**config.mk**
```make
export PLATFORM = sky130hd
export DESIGN_NAME = strict_priority_class_queues_flat
export DESIGN_NICKNAME = d
export VERILOG_FILES = /design/src/design/spq_pkg.sv /design/src/design/spq_if.sv /design/src/design/spq_ram.sv /design/src/design/spq_front.sv /design/src/design/spq_back.sv /design/src/design/strict_priority_class_queues.sv /design/src/flat_wrapper.sv
export SDC_FILE = /design/constraint.sdc
export NUM_CORES = 1
export LEC_CHECK = 0
export BUFFER_PORTS_ARGS = -buffer_cell sky130_fd_sc_hd__buf_2
export CAP_MARGIN = 20
export CORE_ASPECT_RATIO = 0.7
export CORE_MARGIN = 2
export CORE_UTILIZATION = 30
export CTS_BUF_LIST = sky130_fd_sc_hd__clkbuf_16
export DETAILED_ROUTE_END_ITERATION = 7
export SYNTH_ARGS = -nofsm -noshare
export SYNTH_HDL_FRONTEND = slang
export SYNTH_SLANG_ARGS = --single-unit
```
**constraint.sdc**
```tcl
create_clock -name i_clk -period 3.5 [get_ports i_clk]
set_input_delay 0.35 -clock i_clk [delete_from_list [all_inputs] [get_ports i_clk]]
set_output_delay 0.35 -clock i_clk [all_outputs]
set_load 0.005 [all_outputs]
```
**src/design/spq_pkg.sv**
```systemverilog
// Shared types and constants for the strict priority class queues.
`timescale 1ns / 1ps

package spq_pkg;

    localparam int HANDLE_W     = 16;
    localparam int CLS_W        = 3;
    localparam int OCLS_W       = 2;
    localparam int CAP_W        = 5;
    localparam int NUM_CAP_REGS = 4;
    localparam int CFG_IDX_W    = 3;

    localparam logic FUNC_ENQ = 1'b0;
    localparam logic FUNC_DEQ = 1'b1;

    localparam logic [CFG_IDX_W-1:0] CFG_CAP_LAST = 3'd3;
    localparam logic [CFG_IDX_W-1:0] CFG_DMASK    = 3'd4;

    localparam logic [CAP_W-1:0] CAP_RST = 5'd16;

    typedef struct packed {
        logic [NUM_CAP_REGS-1:0][CAP_W-1:0] cap;
        logic [NUM_CAP_REGS-1:0]            dmask;
    } t_cfg;

    typedef struct packed {
        logic                func;
        logic                matched;
        logic [CLS_W-1:0]    cls;
        logic [HANDLE_W-1:0] handle;
    } t_cmd;

    typedef enum logic {
        BK_EXEC,
        BK_READ
    } t_bk_state;

endpackage

```
**src/design/spq_if.sv**
```systemverilog
// Request and response channel interfaces.
`timescale 1ns / 1ps

interface spq_in_if;
    import spq_pkg::*;
    logic                valid;
    logic                ready;
    logic                func;
    logic [CLS_W-1:0]    class_index;
    logic [HANDLE_W-1:0] packet_handle;

    modport source (output valid, func, class_index, packet_handle, input ready);
    modport sink   (input valid, func, class_index, packet_handle, output ready);
endinterface

interface spq_out_if;
    import spq_pkg::*;
    logic                valid;
    logic                ready;
    logic                accepted;
    logic                out_valid;
    logic [HANDLE_W-1:0] out_packet;
    logic [OCLS_W-1:0]   out_class;

    modport source (output valid, accepted, out_valid, out_packet, out_class, input ready);
    modport sink   (input valid, accepted, out_valid, out_packet, out_class, output ready);
endinterface

```
**src/design/spq_ram.sv**
```systemverilog
// Generic simple dual-port RAM with registered read.
`timescale 1ns / 1ps

module spq_ram #(
    parameter int WIDTH = 16,
    parameter int DEPTH = 64
) (
    input  logic                     i_clk,
    input  logic                     i_we,
    input  logic [$clog2(DEPTH)-1:0] i_waddr,
    input  logic [WIDTH-1:0]         i_wdata,
    input  logic                     i_re,
    input  logic [$clog2(DEPTH)-1:0] i_raddr,
    output logic [WIDTH-1:0]         o_rdata
);

    logic [WIDTH-1:0] r_mem [DEPTH];

    always_ff @(posedge i_clk) begin
        if (i_we) begin
            r_mem[i_waddr] <= i_wdata;
        end
        if (i_re) begin
            o_rdata <= r_mem[i_raddr];
        end
    end

endmodule

```
**src/design/spq_front.sv**
```systemverilog
// Front end: takes requests, flags class match, buffers them in a two-entry queue.
`timescale 1ns / 1ps

module spq_front import spq_pkg::*; #(
    parameter int NUM_CLASSES = 4
) (
    input  logic        i_clk,
    input  logic        i_rst_n,
    spq_in_if.sink      i_req,
    output logic        o_cmd_vld,
    output t_cmd        o_cmd,
    input  logic        i_cmd_rdy
);

    t_cmd       r_buf [2];
    logic       r_wp;
    logic       r_rp;
    logic [1:0] r_cnt;
    logic       push;
    logic       pop;
    t_cmd       n_cmd;

    assign i_req.ready = (r_cnt != 2'd2);
    assign push        = i_req.valid && i_req.ready;
    assign o_cmd_vld   = (r_cnt != 2'd0);
    assign pop         = o_cmd_vld && i_cmd_rdy;
    assign o_cmd       = r_buf[r_rp];

    always_comb begin
        n_cmd.func    = i_req.func;
        n_cmd.matched = ({1'b0, i_req.class_index} < 4'(NUM_CLASSES));
        n_cmd.cls     = i_req.class_index;
        n_cmd.handle  = i_req.packet_handle;
    end

    always_ff @(posedge i_clk) begin
        if (!i_rst_n) begin
            r_wp  <= 1'b0;
            r_rp  <= 1'b0;
            r_cnt <= 2'd0;
        end else begin
            if (push) begin
                r_wp <= ~r_wp;
            end
            if (pop) begin
                r_rp <= ~r_rp;
            end
            if (push && !pop) begin
                r_cnt <= r_cnt + 2'd1;
            end else if (pop && !push) begin
                r_cnt <= r_cnt - 2'd1;
            end
        end
    end

    always_ff @(posedge i_clk) begin
        if (push) begin
            r_buf[r_wp] <= n_cmd;
        end
    end

endmodule

```
**src/design/spq_back.sv**
```systemverilog
// Back end: per-class queue state, priority selection, store access, response register.
`timescale 1ns / 1ps

module spq_back import spq_pkg::*; #(
    parameter int NUM_CLASSES = 4,
    parameter int QUEUE_DEPTH = 16,
    parameter int HANDLE_BITS = 16
) (
    input  logic        i_clk,
    input  logic        i_rst_n,
    input  logic        i_cmd_vld,
    input  t_cmd        i_cmd,
    output logic        o_cmd_rdy,
    input  t_cfg        i_cfg,
    spq_out_if.source   o_rsp
);

    localparam int CB    = $clog2(NUM_CLASSES);
    localparam int PW    = $clog2(QUEUE_DEPTH);
    localparam int CW    = $clog2(QUEUE_DEPTH + 1);
    localparam int KW    = (CW > CAP_W) ? CW : CAP_W;
    localparam int SW    = (HANDLE_BITS < HANDLE_W) ? HANDLE_BITS : HANDLE_W;
    localparam int DEPTH = NUM_CLASSES * QUEUE_DEPTH;
    localparam int AW    = $clog2(DEPTH);

    t_bk_state r_state;
    t_bk_state n_state;

    logic [PW-1:0] r_head [NUM_CLASSES];
    logic [PW-1:0] r_tail [NUM_CLASSES];
    logic [CW-1:0] r_cnt  [NUM_CLASSES];
    logic [CB-1:0] r_rd_cls;

    logic                r_o_vld;
    logic                r_o_acc;
    logic                r_o_pv;
    logic [HANDLE_W-1:0] r_o_pkt;
    logic [OCLS_W-1:0]   r_o_cls;

    logic                n_o_acc;
    logic                n_o_pv;
    logic [HANDLE_W-1:0] n_o_pkt;
    logic [OCLS_W-1:0]   n_o_cls;

    logic [NUM_CLASSES-1:0] room;
    logic [NUM_CLASSES-1:0] nempty;
    logic [NUM_CLASSES-1:0] dflt_room;

    logic [CB-1:0] enq_cls;
    logic          enq_ok;
    logic [CB-1:0] deq_cls;
    logic          deq_any;
    logic [CB-1:0] dflt_cls;
    logic          dflt_any;

    logic slot_free;
    logic exec;
    logic is_enq;
    logic do_push;
    logic do_pop;
    logic o_load;

    logic [AW-1:0] waddr;
    logic [AW-1:0] raddr;
    logic [SW-1:0] rdata;

    function automatic logic [PW-1:0] nxt(input logic [PW-1:0] p);
        nxt = (p == PW'(QUEUE_DEPTH - 1)) ? '0 : p + PW'(1);
    endfunction

    // room, occupancy and default eligibility per class
    always_comb begin
        logic [KW-1:0] cap;
        for (int c = 0; c < NUM_CLASSES; c++) begin
            cap = KW'(QUEUE_DEPTH);
            dflt_room[c] = 1'b0;
            if (c < NUM_CAP_REGS) begin
                if (KW'(i_cfg.cap[2'(c)]) < KW'(QUEUE_DEPTH)) begin
                    cap = KW'(i_cfg.cap[2'(c)]);
                end
            end
            room[c]   = KW'(r_cnt[c]) < cap;
            nempty[c] = (r_cnt[c] != '0);
            if (c < NUM_CAP_REGS) begin
                dflt_room[c] = i_cfg.dmask[2'(c)] && room[c];
            end
        end
    end

    // lowest-numbered wins
    always_comb begin
        deq_cls  = '0;
        deq_any  = 1'b0;
        dflt_cls = '0;
        dflt_any = 1'b0;
        for (int c = NUM_CLASSES - 1; c >= 0; c--) begin
            if (nempty[c]) begin
                deq_cls = CB'(c);
                deq_any = 1'b1;
            end
            if (dflt_room[c]) begin
                dflt_cls = CB'(c);
                dflt_any = 1'b1;
            end
        end
    end

    always_comb begin
        if (i_cmd.matched) begin
            enq_cls = i_cmd.cls[CB-1:0];
            enq_ok  = room[i_cmd.cls[CB-1:0]];
        end else begin
            enq_cls = dflt_cls;
            enq_ok  = dflt_any;
        end
    end

    // next state
    always_comb begin
        unique case (r_state)
            BK_EXEC: n_state = do_pop ? BK_READ : BK_EXEC;
            BK_READ: n_state = BK_EXEC;
            default: n_state = BK_EXEC;
        endcase
    end

    // state outputs
    always_comb begin
        slot_free = !r_o_vld || o_rsp.ready;
        exec      = (r_state == BK_EXEC) && i_cmd_vld && slot_free;
        is_enq    = (i_cmd.func == FUNC_ENQ);
        do_push   = exec && is_enq && enq_ok;
        do_pop    = exec && !is_enq && deq_any;
        o_load    = (exec && !do_pop) || (r_state == BK_READ);
        n_o_acc   = (r_state == BK_EXEC) && do_push;
        n_o_pv    = (r_state == BK_READ);
        n_o_pkt   = (r_state == BK_READ) ? HANDLE_W'(rdata) : '0;
        n_o_cls   = (r_state == BK_READ) ? OCLS_W'(r_rd_cls) : '0;
    end

    assign o_cmd_rdy = exec;

    assign waddr = AW'(enq_cls) * AW'(QUEUE_DEPTH) + AW'(r_tail[enq_cls]);
    assign raddr = AW'(deq_cls) * AW'(QUEUE_DEPTH) + AW'(r_head[deq_cls]);

    spq_ram #(
        .WIDTH (SW),
        .DEPTH (DEPTH)
    ) u_store (
        .i_clk   (i_clk),
        .i_we    (do_push),
        .i_waddr (waddr),
        .i_wdata (i_cmd.handle[SW-1:0]),
        .i_re    (do_pop),
        .i_raddr (raddr),
        .o_rdata (rdata)
    );

    always_ff @(posedge i_clk) begin
        if (!i_rst_n) begin
            r_state <= BK_EXEC;
            r_o_vld <= 1'b0;
            for (int c = 0; c < NUM_CLASSES; c++) begin
                r_head[c] <= '0;
                r_tail[c] <= '0;
                r_cnt[c]  <= '0;
            end
        end else begin
            r_state <= n_state;
            if (do_push) begin
                r_tail[enq_cls] <= nxt(r_tail[enq_cls]);
                r_cnt[enq_cls]  <= r_cnt[enq_cls] + CW'(1);
            end
            if (do_pop) begin
                r_head[deq_cls] <= nxt(r_head[deq_cls]);
                r_cnt[deq_cls]  <= r_cnt[deq_cls] - CW'(1);
            end
            if (o_load) begin
                r_o_vld <= 1'b1;
            end else if (o_rsp.ready) begin
                r_o_vld <= 1'b0;
            end
        end
    end

    always_ff @(posedge i_clk) begin
        if (do_pop) begin
            r_rd_cls <= deq_cls;
        end
        if (o_load) begin
            r_o_acc <= n_o_acc;
            r_o_pv  <= n_o_pv;
            r_o_pkt <= n_o_pkt;
            r_o_cls <= n_o_cls;
        end
    end

    assign o_rsp.valid      = r_o_vld;
    assign o_rsp.accepted   = r_o_acc;
    assign o_rsp.out_valid  = r_o_pv;
    assign o_rsp.out_packet = r_o_pkt;
    assign o_rsp.out_class  = r_o_cls;

endmodule

```
**src/design/strict_priority_class_queues.sv**
```systemverilog
// Top level: per-class packet queues with strict priority service.
//
//  channel  dir  handshake        payload
//  i_req    in   valid/ready      func, class_index, packet_handle
//  o_rsp    out  valid/ready      accepted, out_valid, out_packet, out_class
//  i_cfg_*  in   write enable     i_cfg_idx, i_cfg_data
//
// Enqueues and dequeues of an all-empty set complete in the BK_EXEC state; a
// dequeue that pops goes on through BK_READ, for the registered read of the
// packet store. The front queue registers each request before the back end
// sees it and buffers up to two requests while the response register is held.
// Reset clears pointers and counts; the store itself is not cleared.
`timescale 1ns / 1ps

module strict_priority_class_queues import spq_pkg::*; #(
    parameter int NUM_CLASSES = 4,
    parameter int QUEUE_DEPTH = 16,
    parameter int HANDLE_BITS = 16
) (
    input  logic                 i_clk,
    input  logic                 i_rst_n,
    spq_in_if.sink               i_req,
    spq_out_if.source            o_rsp,
    input  logic                 i_cfg_we,
    input  logic [CFG_IDX_W-1:0] i_cfg_idx,
    input  logic [CAP_W-1:0]     i_cfg_data
);

    t_cfg r_cfg;
    logic cmd_vld;
    logic cmd_rdy;
    t_cmd cmd;

    always_ff @(posedge i_clk) begin
        if (!i_rst_n) begin
            for (int i = 0; i < NUM_CAP_REGS; i++) begin
                r_cfg.cap[i] <= CAP_RST;
            end
            r_cfg.dmask <= '0;
        end else if (i_cfg_we) begin
            if (i_cfg_idx <= CFG_CAP_LAST) begin
                r_cfg.cap[i_cfg_idx[1:0]] <= i_cfg_data;
            end else if (i_cfg_idx == CFG_DMASK) begin
                r_cfg.dmask <= i_cfg_data[NUM_CAP_REGS-1:0];
            end
        end
    end

    spq_front #(
        .NUM_CLASSES (NUM_CLASSES)
    ) u_front (
        .i_clk     (i_clk),
        .i_rst_n   (i_rst_n),
        .i_req     (i_req),
        .o_cmd_vld (cmd_vld),
        .o_cmd     (cmd),
        .i_cmd_rdy (cmd_rdy)
    );

    spq_back #(
        .NUM_CLASSES (NUM_CLASSES),
        .QUEUE_DEPTH (QUEUE_DEPTH),
        .HANDLE_BITS (HANDLE_BITS)
    ) u_back (
        .i_clk     (i_clk),
        .i_rst_n   (i_rst_n),
        .i_cmd_vld (cmd_vld),
        .i_cmd     (cmd),
        .o_cmd_rdy (cmd_rdy),
        .i_cfg     (r_cfg),
        .o_rsp     (o_rsp)
    );

endmodule
```
**src/flat_wrapper.sv**
```systemverilog
// flat-port wrapper written by rule: the top's interface ports become plain ports
module strict_priority_class_queues_flat import spq_pkg::*;
#(
    parameter int NUM_CLASSES = 4,
    parameter int QUEUE_DEPTH = 16,
    parameter int HANDLE_BITS = 16
)
  (i_clk, i_rst_n, i_cfg_we, i_cfg_idx, i_cfg_data, i_req_valid, i_req_func, i_req_class_index, i_req_packet_handle, i_req_ready, o_rsp_valid, o_rsp_accepted, o_rsp_out_valid, o_rsp_out_packet, o_rsp_out_class, o_rsp_ready);
  spq_in_if i_req_i ();
  spq_out_if o_rsp_i ();
  input  logic i_clk;
  input  logic i_rst_n;
  input  logic i_cfg_we;
  input  logic [CFG_IDX_W-1:0] i_cfg_idx;
  input  logic [CAP_W-1:0] i_cfg_data;
  input wire logic [$bits(i_req_i.valid)-1:0] i_req_valid;
  input wire logic [$bits(i_req_i.func)-1:0] i_req_func;
  input wire logic [$bits(i_req_i.class_index)-1:0] i_req_class_index;
  input wire logic [$bits(i_req_i.packet_handle)-1:0] i_req_packet_handle;
  output wire logic [$bits(i_req_i.ready)-1:0] i_req_ready;
  output wire logic [$bits(o_rsp_i.valid)-1:0] o_rsp_valid;
  output wire logic [$bits(o_rsp_i.accepted)-1:0] o_rsp_accepted;
  output wire logic [$bits(o_rsp_i.out_valid)-1:0] o_rsp_out_valid;
  output wire logic [$bits(o_rsp_i.out_packet)-1:0] o_rsp_out_packet;
  output wire logic [$bits(o_rsp_i.out_class)-1:0] o_rsp_out_class;
  input wire logic [$bits(o_rsp_i.ready)-1:0] o_rsp_ready;
  assign i_req_i.valid = i_req_valid;
  assign i_req_i.func = i_req_func;
  assign i_req_i.class_index = i_req_class_index;
  assign i_req_i.packet_handle = i_req_packet_handle;
  assign i_req_ready = i_req_i.ready;
  assign o_rsp_valid = o_rsp_i.valid;
  assign o_rsp_accepted = o_rsp_i.accepted;
  assign o_rsp_out_valid = o_rsp_i.out_valid;
  assign o_rsp_out_packet = o_rsp_i.out_packet;
  assign o_rsp_out_class = o_rsp_i.out_class;
  assign o_rsp_i.ready = o_rsp_ready;
  strict_priority_class_queues #(.NUM_CLASSES(NUM_CLASSES), .QUEUE_DEPTH(QUEUE_DEPTH), .HANDLE_BITS(HANDLE_BITS)) u_core (.i_clk(i_clk), .i_rst_n(i_rst_n), .i_req(i_req_i), .o_rsp(o_rsp_i), .i_cfg_we(i_cfg_we), .i_cfg_idx(i_cfg_idx), .i_cfg_data(i_cfg_data));
endmodule
```
* Word level (Yosys, flattened, before mapping)
Memories as Yosys holds them, arrays and structs flattened. A register that Yosys moved wholly into a read port is not among the register bits.
Index checks and enable logic that the tools add are counted.
** Storage, ports and cells
- Memories :: 5
- Register bits :: 50
- Input port bits :: 33
- Bits in writable memories :: 1118
** Cells by class
- Bitwise gates (word level) :: 5
- Reduce and logical (&&, ||, !) cells :: 34
- Magnitude comparators :: 9
- Equality and inequality tests :: 4
- Multiplexer cells :: 52
- $add $sub $neg :: 8
** Memory list
- u_core.u_back.u_store.r_mem :: depth 64, width 16, rd ports 1, clocked after memory_dff 1, wr ports 1, line spq_ram.sv:17 : logic [WIDTH-1:0] r_mem [DEPTH];
- u_core.u_front.r_buf :: depth 2, width 21, rd ports 1, clocked after memory_dff 1, wr ports 1, line spq_front.sv:15 : t_cmd r_buf [2];
- u_core.u_back.r_cnt :: depth 4, width 5, rd ports 6, clocked after memory_dff 0, wr ports 4, line spq_back.sv:31 : logic [CW-1:0] r_cnt [NUM_CLASSES];
- u_core.u_back.r_head :: depth 4, width 4, rd ports 1, clocked after memory_dff 0, wr ports 4, line spq_back.sv:29 : logic [PW-1:0] r_head [NUM_CLASSES];
- u_core.u_back.r_tail :: depth 4, width 4, rd ports 1, clocked after memory_dff 0, wr ports 4, line spq_back.sv:30 : logic [PW-1:0] r_tail [NUM_CLASSES];
** Operator list (count)
- $mux W1 :: 26
- $mux W2 :: 13
- $mux W5 :: 5
- $bwmux W20 :: 1
- $reduce_bool A5 Y1 :: 4
- $mux W4 :: 4
- $logic_and A1 B1 Y1 :: 15
- $add A6 B4 Y6 :: 2
- $demux W5 S2 :: 1
- $lt A5 B5 Y1 :: 2
- $lt A5 B5 Y1 const B :: 2
- $reduce_or A5 Y1 :: 2
- $add A4 B1 Y4 const B :: 2
- $eq A4 B4 Y1 const B :: 2
- $reduce_or A4 Y1 :: 2
- $lt A2 B3 Y1 const B :: 2
- $reduce_bool A2 Y1 :: 3
- $add A5 B1 Y5 const B :: 1
- $not A1 Y1 :: 5
- $sub A5 B1 Y5 const B :: 1
- $logic_not A1 Y1 :: 4
- $eq A3 B3 Y1 const B :: 1
- $le A3 B2 Y1 const B :: 1
- $lt A3 B3 Y1 const B :: 1
- 9 further kinds :: 10

* Logic depth before layout (Yosys ltp)
Gate-level depths: netlist (run 1).
- Depth after elaboration :: 14
- Gate-level depth with buffers :: 17
- Mapped depth without buffers :: 15

* Cells and area by module
A second synthesis (run 1) with hierarchy kept.
** Second synthesis, totals
- Cell total of the unflattened synthesis :: 2339
- Area, all modules :: 46854.9 µm²
** By module, submodules not included
- spq_ram :: times used 1, area each 40202.3 µm², cells each 1829
- spq_back :: times used 1, area each 3977.6 µm², cells each 331
- spq_front :: times used 1, area each 1754.2 µm², cells each 90
- strict_priority_class_queues :: times used 1, area each 920.9 µm², cells each 89

* Worst setup path before layout (run 1)
Ideal clock, no wire load.
- Path type :: reg2reg
- Start :: memory u_core.u_back.r_cnt[0][0] in the netlist's numbering
- End :: memory u_core.u_back.u_store.r_mem[0][0] (enable)
- Clock period less this slack :: 3.790 ns
- Cell stages (with the launch flop) :: 11
- Required time :: 3.112 ns
- Arrival :: 3.402 ns
- Setup slack :: -0.290 ns
- Buffers on the path :: 3
- Path through :: edfxtp_1 -> or3b_2 -> a21o_1 -> a2111oi_0 -> nor2_1 -> o221a_2 -> clkbuf_1 -> clkbuf_1 -> or3_1 -> clkbuf_1 -> nor2_1
** RTL lines (line)
- from (decl) :: spq_back.sv:31
- to (decl) :: spq_ram.sv:17

==> results.md, run 1 <==
* Status: complete, but fails checks
* Failing checks: setup timing
* Leakage at 22.8 nW
* Worst Path Max Fanout at 6
* VDD IR max at 0.486 mV
* Top cells by area, synth: edfxtp_1 74%, nand2_1 4.9%, mux2i_1 3.3%
* Unrepaired setup endpoints after global routing: true
* Primary FF master, synth: edfxtp_1
* Fin crit share at 111%
* Core box area at 155,000 sq um
* Overall Global Routing Usage at 16.1%
* Gr ovfl total at 0
* Worst hold start: i_cfg_idx[1]
* Synth Cell Area at 46,800 sq um
* Post-Layout Cell Count at 6,447
* Max H-tree Level at 3
* Placed cell count at 6,135
* Max cap viols at 0
* Pin count of the biggest net entering global routing at 65
* Crit end category: flop
* R2R depth at 12
* Clk slew on worst S/H paths at 0.06 ns
* Met3 Routed Length at 13,300 um
* WHS Endpoint: u_core.r_cfg[0]
* Multi-input logic area at 14,200 sq um
* Sink Count at 1,172
* Final HPWL DP at 82,600 um
* Syn_area_per_cell at 14.5 sq um
* Die span in x at 476 um
* TritonRoute pass-1 iters at 5
* Seq pwr share at 44.0%
* Hold Path Stages at 5
* Slew @ Worst Pin at 0.986 ns
* Part of the power in combinational logic at 28.1%
* Worst-case clock buffer depth at 3
* Nets@finish at 4,306
* Number of synthesized flops with an enable pin at 1,154
* Die footprint at 159,000 sq um
* Yosys reg bits at 1,172
* Synth Warn # at 0
* Residual DRC at 0
* Leading cell type in the layout, fill and taps excluded: edfxtp_1
* DR WL/cell at 20.6 um
* Pins Over Slew Limit at 0
* Netlist cell types at 76
* Area grow syn2layout at 31.9%
* Net switching fraction of the power at 30.9%
* Psw at 13.4 mW
* CTS buffer count at 107
* Min-Delay Path Class: in2reg
* RD Place Congestion at 0.875
* Min cycle time layout at 3.87 ns
* CTS tree: yes
* Clk_lat worst skew at 0.74 ns
* Filler Cell Count at 14,400
* CTS Root Cell: clkbuf_16
* Setup Crit Path Kind: reg2reg
* Input/output buffers at 54
* Met2 wire len at 57,800 um
* Fin. Hold Viols at 0
* Vias in the first global route at 29,700
* Setup WS post-layout at -0.369 ns
* DIE HEIGHT at 334 um
* Antenna-violating nets left at 0
* Clock share of power at 28.0%
* Sequential Area at 35,000 sq um
* Rel. slew slack at 34.3%
* First-pass GRT wire length at 190,000 um
* Initial antenna violation count at 7
* Cell Pwr Density at 703 nW/um^2
* Standard-cell row count at 121
* M1 wire length at 58,700 um
* RR Endpoint: u_core.u_back.u_store.o_rdata[15]
* CP required at 3.96 ns
* Post-synth top area share at 74.0%
* Vias at 30,600
* F_max at 258 MHz
* CP startpoint kind: flop
* Syn Inst Count at 3,235
* Fraction of layout cells with a size suffix above 1 at 23.6%
* Int Pwr at 30.0 mW
* Most frequent cells in the layout: 1,154 x edfxtp_1, 598 x nand2_1, 516 x conb_1, 335 x buf_4, 204 x a21oi_1
* Drt initial violations at 3,737
* Cell taking the most area after synthesis: edfxtp_1
* Routed wire length at 133,000 um
* Via density per instance at 4.74
* Final Core Density at 39.8%
* Setup-failing EPs final at 367
* Worst reg2reg startpoint: u_core.u_back.r_cnt[0][4]
* Share of flip-flops with an asynchronous set or reset at 0%
* I/O pin count at 55
* R2r setup slk at -0.37 ns
* Clock skew at 0.0377 ns
* Max layer used: met4
* Post-synthesis sequential area ratio at 74.8%
* Critical Path AT at 4.33 ns
* Initial core utilization at 30.2%
==> registers in the layout, indices dropped and copies added (netlist names), named ones only <==
name and count:
u_core.r_cfg 11, u_core.u_back.n_o_pv 1, u_core.u_back.o_rsp.accepted 1, u_core.u_back.o_rsp.out_class 2
u_core.u_back.o_rsp.out_packet 16, u_core.u_back.o_rsp.out_valid 1, u_core.u_back.o_rsp.valid 1, u_core.u_back.r_cnt 20
u_core.u_back.r_head 16, u_core.u_back.r_rd_cls 2, u_core.u_back.r_tail 16, u_core.u_back.u_store.o_rdata 16
u_core.u_back.u_store.r_mem 1024, u_core.u_front.r_buf 40, u_core.u_front.r_cnt 2, u_core.u_front.r_rp 1
u_core.u_front.r_wp 1
==> power by group through the flow <==
stage                     Clock [mW]  Combinational, mW  Sequential [mW]
final                           12.1               12.2             19.1
after global placement             0               10.3             19.3
after global routing            12.9               13.1             19.3
after floorplan                    0               5.41             19.1
after CTS                       12.3               11.2             19.1
after detailed placement           0               10.4             19.4
==> critical path, stage by stage, from the launching register on <==
cell and delay, ns:
edfxtp_1 0.41, or4_4 0.60, nor4_4 0.31, o21ai_4 0.16, mux2i_4 0.22, mux2_8 0.36, buf_12 0.16, buf_6 0.13
mux4_2 0.52, a21oi_4 0.19, a22oi_2 0.13, buf_4 0.18, o22a_1 0.22
==> cells by family after synthesis <==
| group | count (synthesis) | share of synthesized area (%) |
|---|---|---|
| AOI/OAI and AO/OA | 533 | 7.55 |
| xor gates and xnor gates | 11 | 0.206 |
| adders and majority gates | 13 | 0.348 |
| buffers and inverters | 222 | 2.32 |
| DFF | 1172 | 74.8 |
| muxes | 199 | 4.83 |
| other | 1 | 0.00801 |
| and+or+nand+nor | 1084 | 9.92 |
==> repair_timing <==
| item | CTS | global route |
|---|---|---|
| buffers inserted | 24 | 39 |
| hold buffers | 32 | 0 |
| pin swaps | 60 | 78 |
| hold endpoints to repair | 53 | 0 |
| gates resized for setup | 173 | 252 |
| setup endpoints to repair | 558 | 323 |
| gates cloned | 8 | 13 |
==> final cells by class <==
cell class / instances / area share, %
Sequential cell: 1172 / 56.7
Timing Repair inverter: 1 / 0.0182
Clock buffer: 108 / 4.38
Timing Repair Buffer: 588 / 9.93
Clock inverter: 94 / 1.48
Inverter: 33 / 0.276
Antenna cell: 3 / 0.0122
Tap cell: 2091 / 4.24
Multi-Input combinational cell: 2357 / 23.0
==> per-stage QoR <==
stage	TNS (ns)	total power, mW	hold slack [ns]	setup WS, ns	instance area (sq um)
finish	-22.73	43.4	0.0867	-0.369	61700
global route	-59.40	45.2	0.110	-0.434	61700
CTS	-3.76	42.6	0.00618	-0.272	60100
detailed placement	-76.19	29.8	0.459	-0.612	55100
global placement	-43.80	29.7	0.455	-0.576	55100
floorplan	-76.32	24.5	0.430	-0.207	48800
==> synthesized netlist by cell type (all sizes together), types with 22 or more instances <==
| library cell | n |
|---|---|
| a221oi | 33 |
| a31oi | 34 |
| nand3 | 178 |
| nor3 | 82 |
| nand2 | 609 |
| a21oi | 234 |
| inv | 31 |
| o221ai | 31 |
| clkbuf | 82 |
| buf | 107 |
| mux2i | 156 |
| mux2 | 25 |
| edfxtp | 1154 |
| nor2 | 137 |
| o21ai | 66 |
| and3 | 22 |
==> layer usage <==
layer	vias to the layer above	GRT usage, %
met5	-	0
met1	15300	23.7
met3	187	3.94
met4	0	4.47
li1	13900	-
met2	1236	23.6
==> worst max path at each step <==
stage | from | endpoint | slack, ns | cells past startpoint
5_1_grt | u_core.u_back.r_cnt[1][2] | u_core.u_back.u_store.o_rdata[9] | -0.43 | 18
2_1_floorplan | u_core.u_back.r_cnt[0][0] | u_core.u_back.u_store.r_mem[8][0] | -0.21 | 11
6_report | u_core.u_back.r_cnt[0][4] | u_core.u_back.u_store.o_rdata[15] | -0.37 | 12
3_3_place_gp | u_core.u_back.r_cnt[1][4] | u_core.u_back.u_store.o_rdata[0] | -0.58 | 14
3_5_place_dp | u_core.u_back.r_cnt[1][4] | u_core.u_back.u_store.o_rdata[0] | -0.61 | 14
4_1_cts | u_core.u_back.r_cnt[0][4] | u_core.u_back.u_store.o_rdata[12] | -0.27 | 13
No activity file was read; power rests on OpenSTA's default activity.
==> run 2, diff against run 1 <==
--- a/config.mk
+++ b/config.mk
@@ -10,7 +10,7 @@
 export CORE_ASPECT_RATIO = 0.7
 export CORE_MARGIN = 2
 export CORE_UTILIZATION = 30
-export CTS_BUF_LIST = sky130_fd_sc_hd__clkbuf_16
+export CTS_BUF_LIST = sky130_fd_sc_hd__clkbuf_8
 export DETAILED_ROUTE_END_ITERATION = 7
 export SYNTH_ARGS = -nofsm -noshare
 export SYNTH_HDL_FRONTEND = slang
==> run 2 against run 1 <==
Net effect: the flow still finishes with violations (setup timing); clock-buffer cell count up 70; non-clock buffer count up 11; sequential cell count unchanged; die area unchanged; sequential power about the same; worst hold slack better by 0.052 ns; utilization down 0.33 points; via count up 1.9%; power down 4.3%; maximum frequency up 0.52%; clock skew up 0.010 ns; critical path type unchanged; largest power group unchanged.
==> results.md, run 2 (synthesis gave the netlist of run 1 again) <==
* Failing checks: setup timing (unchanged)
* TritonRoute pass-1 iters at 6 (was 5)
* Residual DRC at 0 (unchanged)
* Input/output buffers at 54 (unchanged)
* Critical path startpoint: u_core.u_back.r_cnt[1][1] (was u_core.u_back.r_cnt[0][4])
* Max H-tree Level at 4 (was 3)
* Antenna-violating nets left at 0 (unchanged)
* Cell Pwr Density at 679 nW/um^2 (was 703 nW/um^2)
* Standard-cell row count at 121 (unchanged)
* Setup Crit Path Kind: reg2reg (unchanged)
* CP startpoint kind: flop (unchanged)
* Final HPWL DP at 82,600 um (unchanged)
* Fraction of layout cells with a size suffix above 1 at 24.1% (was 23.6%)
* Min cycle time layout at 3.85 ns (was 3.87 ns)
* Worst reg2reg startpoint: u_core.u_back.r_cnt[1][1] (was u_core.u_back.r_cnt[0][4])
* Pins Over Slew Limit at 0 (unchanged)
* Overall Global Routing Usage at 16.1% (about the same)
* I/O pin count at 55 (unchanged)
* Routed wire length at 135,000 um (was 133,000 um)
* Pin count of the biggest net entering global routing at 65 (unchanged)
* Largest registers: u_core.u_back.u_store.r_mem x1024, u_core.u_front.r_buf x40, u_core.u_back.r_cnt x20 (unchanged)
* Worst hold start: i_cfg_idx[1] (unchanged)
* Filler Cell Count at 14,600 (was 14,400)
* First-pass GRT wire length at 190,000 um (about the same)
* Setup-failing EPs final at 240 (was 367)
* Nets@finish at 4,383 (was 4,306)
* Area grow syn2layout at 30.8% (was 31.9%)
* End of the critical path: u_core.u_back.u_store.o_rdata[2] (was u_core.u_back.u_store.o_rdata[15])
* Max cap viols at 0 (unchanged)
* Drt initial violations at 3,487 (was 3,737)
* CTS buffer count at 174 (was 107)
* Via density per instance at 4.74 (about the same)
* R2r setup slk at -0.35 ns (was -0.37 ns)
* Leakage at 22.7 nW (was 22.8 nW)
* Fin. Hold Viols at 0 (unchanged)
* Die footprint at 159,000 sq um (unchanged)
* CTS Root Cell: clkbuf_8 (was clkbuf_16)
* Total power at 41.6 mW (was 43.4 mW)
* Most frequent cells in the layout: 1,154 x edfxtp_1, 595 x nand2_1, 516 x conb_1, 350 x buf_4, 200 x a21oi_1 (was 1,154 x edfxtp_1, 598 x nand2_1, 516 x conb_1, 335 x buf_4, 204 x a21oi_1)
* Rel. slew slack at 24.7% (was 34.3%)
* CP required at 4.13 ns (was 3.96 ns)
* DIE HEIGHT at 334 um (unchanged)
* Fin crit share at 110% (was 111%)
* Initial antenna violation count at 9 (was 7)
* R2R depth at 13 (was 12)
* Critical Path AT at 4.48 ns (was 4.33 ns)
* DR WL/cell at 20.5 um (was 20.6 um)
* VDD IR max at 0.420 mV (was 0.486 mV)
* DP Worst Slack at -0.612 ns (unchanged)
* Setup WS post-layout at -0.349 ns (was -0.369 ns)
* Worst Path Max Fanout at 9 (was 6)
* RR Endpoint: u_core.u_back.u_store.o_rdata[2] (was u_core.u_back.u_store.o_rdata[15])
* Gr ovfl total at 0 (unchanged)
* Max reg flops at 1,024 (unchanged)
* Vias at 31,100 (was 30,600)
* Clk_lat worst skew at 0.88 ns (was 0.74 ns)
* RD Place Congestion at 0.875 (unchanged)
* Die span in x at 476 um (unchanged)
* Min-Delay Path Class: in2reg (unchanged)
* Worst-case clock buffer depth at 3 (unchanged)
* F_max at 260 MHz (was 258 MHz)
* Vias in the first global route at 30,000 (was 29,700)
* Slew @ Worst Pin at 1.13 ns (was 0.986 ns)
* Sink Count at 1,172 (unchanged)
* Clock skew at 0.0481 ns (was 0.0377 ns)
* Core box area at 155,000 sq um (unchanged)
* Initial core utilization at 30.2% (unchanged)
* Unrepaired setup endpoints after global routing: true (unchanged)
* Status: complete, but fails checks (unchanged)
* Final setup TNS at -10.08 ns (was -22.73 ns)
* Most flops, register: u_core.u_back.u_store.r_mem (unchanged)
* Clk slew on worst S/H paths at 0.07 ns (was 0.06 ns)
* CTS tree: yes (unchanged)
* Leading cell type in the layout, fill and taps excluded: edfxtp_1 (unchanged)
* Crit end category: flop (unchanged)
-- run 2: cell count changes in the layout (fill, tap and decap cells not counted), moves of 9 or more --
cell | previous run | this run
buf_4 | 335 | 350
buf_6 | 49 | 35
bufinv_16 | 16 | 1
clkbuf_16 | 120 | 16
clkbuf_8 | 0 | 178
clkinv_1 | 33 | 57
clkinv_2 | 21 | 9
inv_1 | 36 | 83
nor2_1 | 86 | 95
-- run 2: critical path: stages, from the launching register on --
cell	delay [ns]
edfxtp_1	0.41
or4_4	0.57
nor4_4	0.31
o21ai_4	0.16
mux2i_4	0.25
mux2_8	0.26
buf_12	0.17
buf_6	0.18
buf_8	0.16
mux2i_1	0.21
o32ai_1	0.15
o32ai_2	0.41
buf_4	0.19
o2bb2a_4	0.15
-- run 2: worst min path at each step --
stage | endpoint | slack (ns) | depth (start not counted)
2_1_floorplan | u_core.u_back.o_rsp.out_valid | 0.43 | 0
3_3_place_gp | u_core.r_cfg[0] | 0.46 | 2
3_5_place_dp | u_core.r_cfg[0] | 0.46 | 2
4_1_cts | u_core.r_cfg[9] | 0.02 | 5
5_1_grt | u_core.r_cfg[9] | 0.16 | 5
6_report | u_core.r_cfg[9] | 0.14 | 5
-- run 2: final cells by class --
cell class | instances | area (sq um) | share of cell area [%]
flip-flops and latches | 1172 | 35000 | 57.2
multi-input cells | 2357 | 14200 | 23.1
repair buffers | 599 | 6210 | 10.1
well taps | 2091 | 2620 | 4.27
clock buffers | 178 | 2450 | 4.00
clock inverters | 136 | 623 | 1.02
inverters | 33 | 144 | 0.235
diodes | 4 | 10.0 | 0.0163
-- run 2: power by group --
| group | internal [mW] | leakage [nW] | switching (mW) |
|---|---|---|---|
| registers | 18.5 | 11.0 | 0.620 |
| clock network | 4.81 | 1.77 | 5.36 |
| logic | 4.77 | 9.93 | 7.51 |
-- run 2: metal layers --
layer | vias to the layer above | wire, um | track usage (%)
met5 | - | 0 | 0
met4 | 0 | 3030 | 5.07
met3 | 194 | 12900 | 3.23
met2 | 1345 | 58100 | 23.6
met1 | 15600 | 60600 | 23.9
li1 | 14000 | - | -
-- run 2: metrics by stage --
stage / cell area (sq um) / cells / hold slack [ns] / util (%)
after floorplan: 48800 / 3750 / 0.430 / -
after global placement: 55100 / 6135 / 0.455 / 35.5
after detailed placement: 55100 / 6135 / 0.459 / 35.5
after CTS: 59400 / 6511 / 0.0190 / 38.3
after global routing: 61200 / 6570 / 0.156 / 39.5
final: 61200 / 6570 / 0.138 / 39.5
-- run 2: what timing repair did --
item | CTS | global route
hold endpoints to repair | 63 | 0
gates resized for setup | 136 | 259
buffers inserted | 24 | 44
setup endpoints to repair | 560 | 414
hold buffers | 38 | 0
gates cloned | 3 | 16
pin swaps | 35 | 81
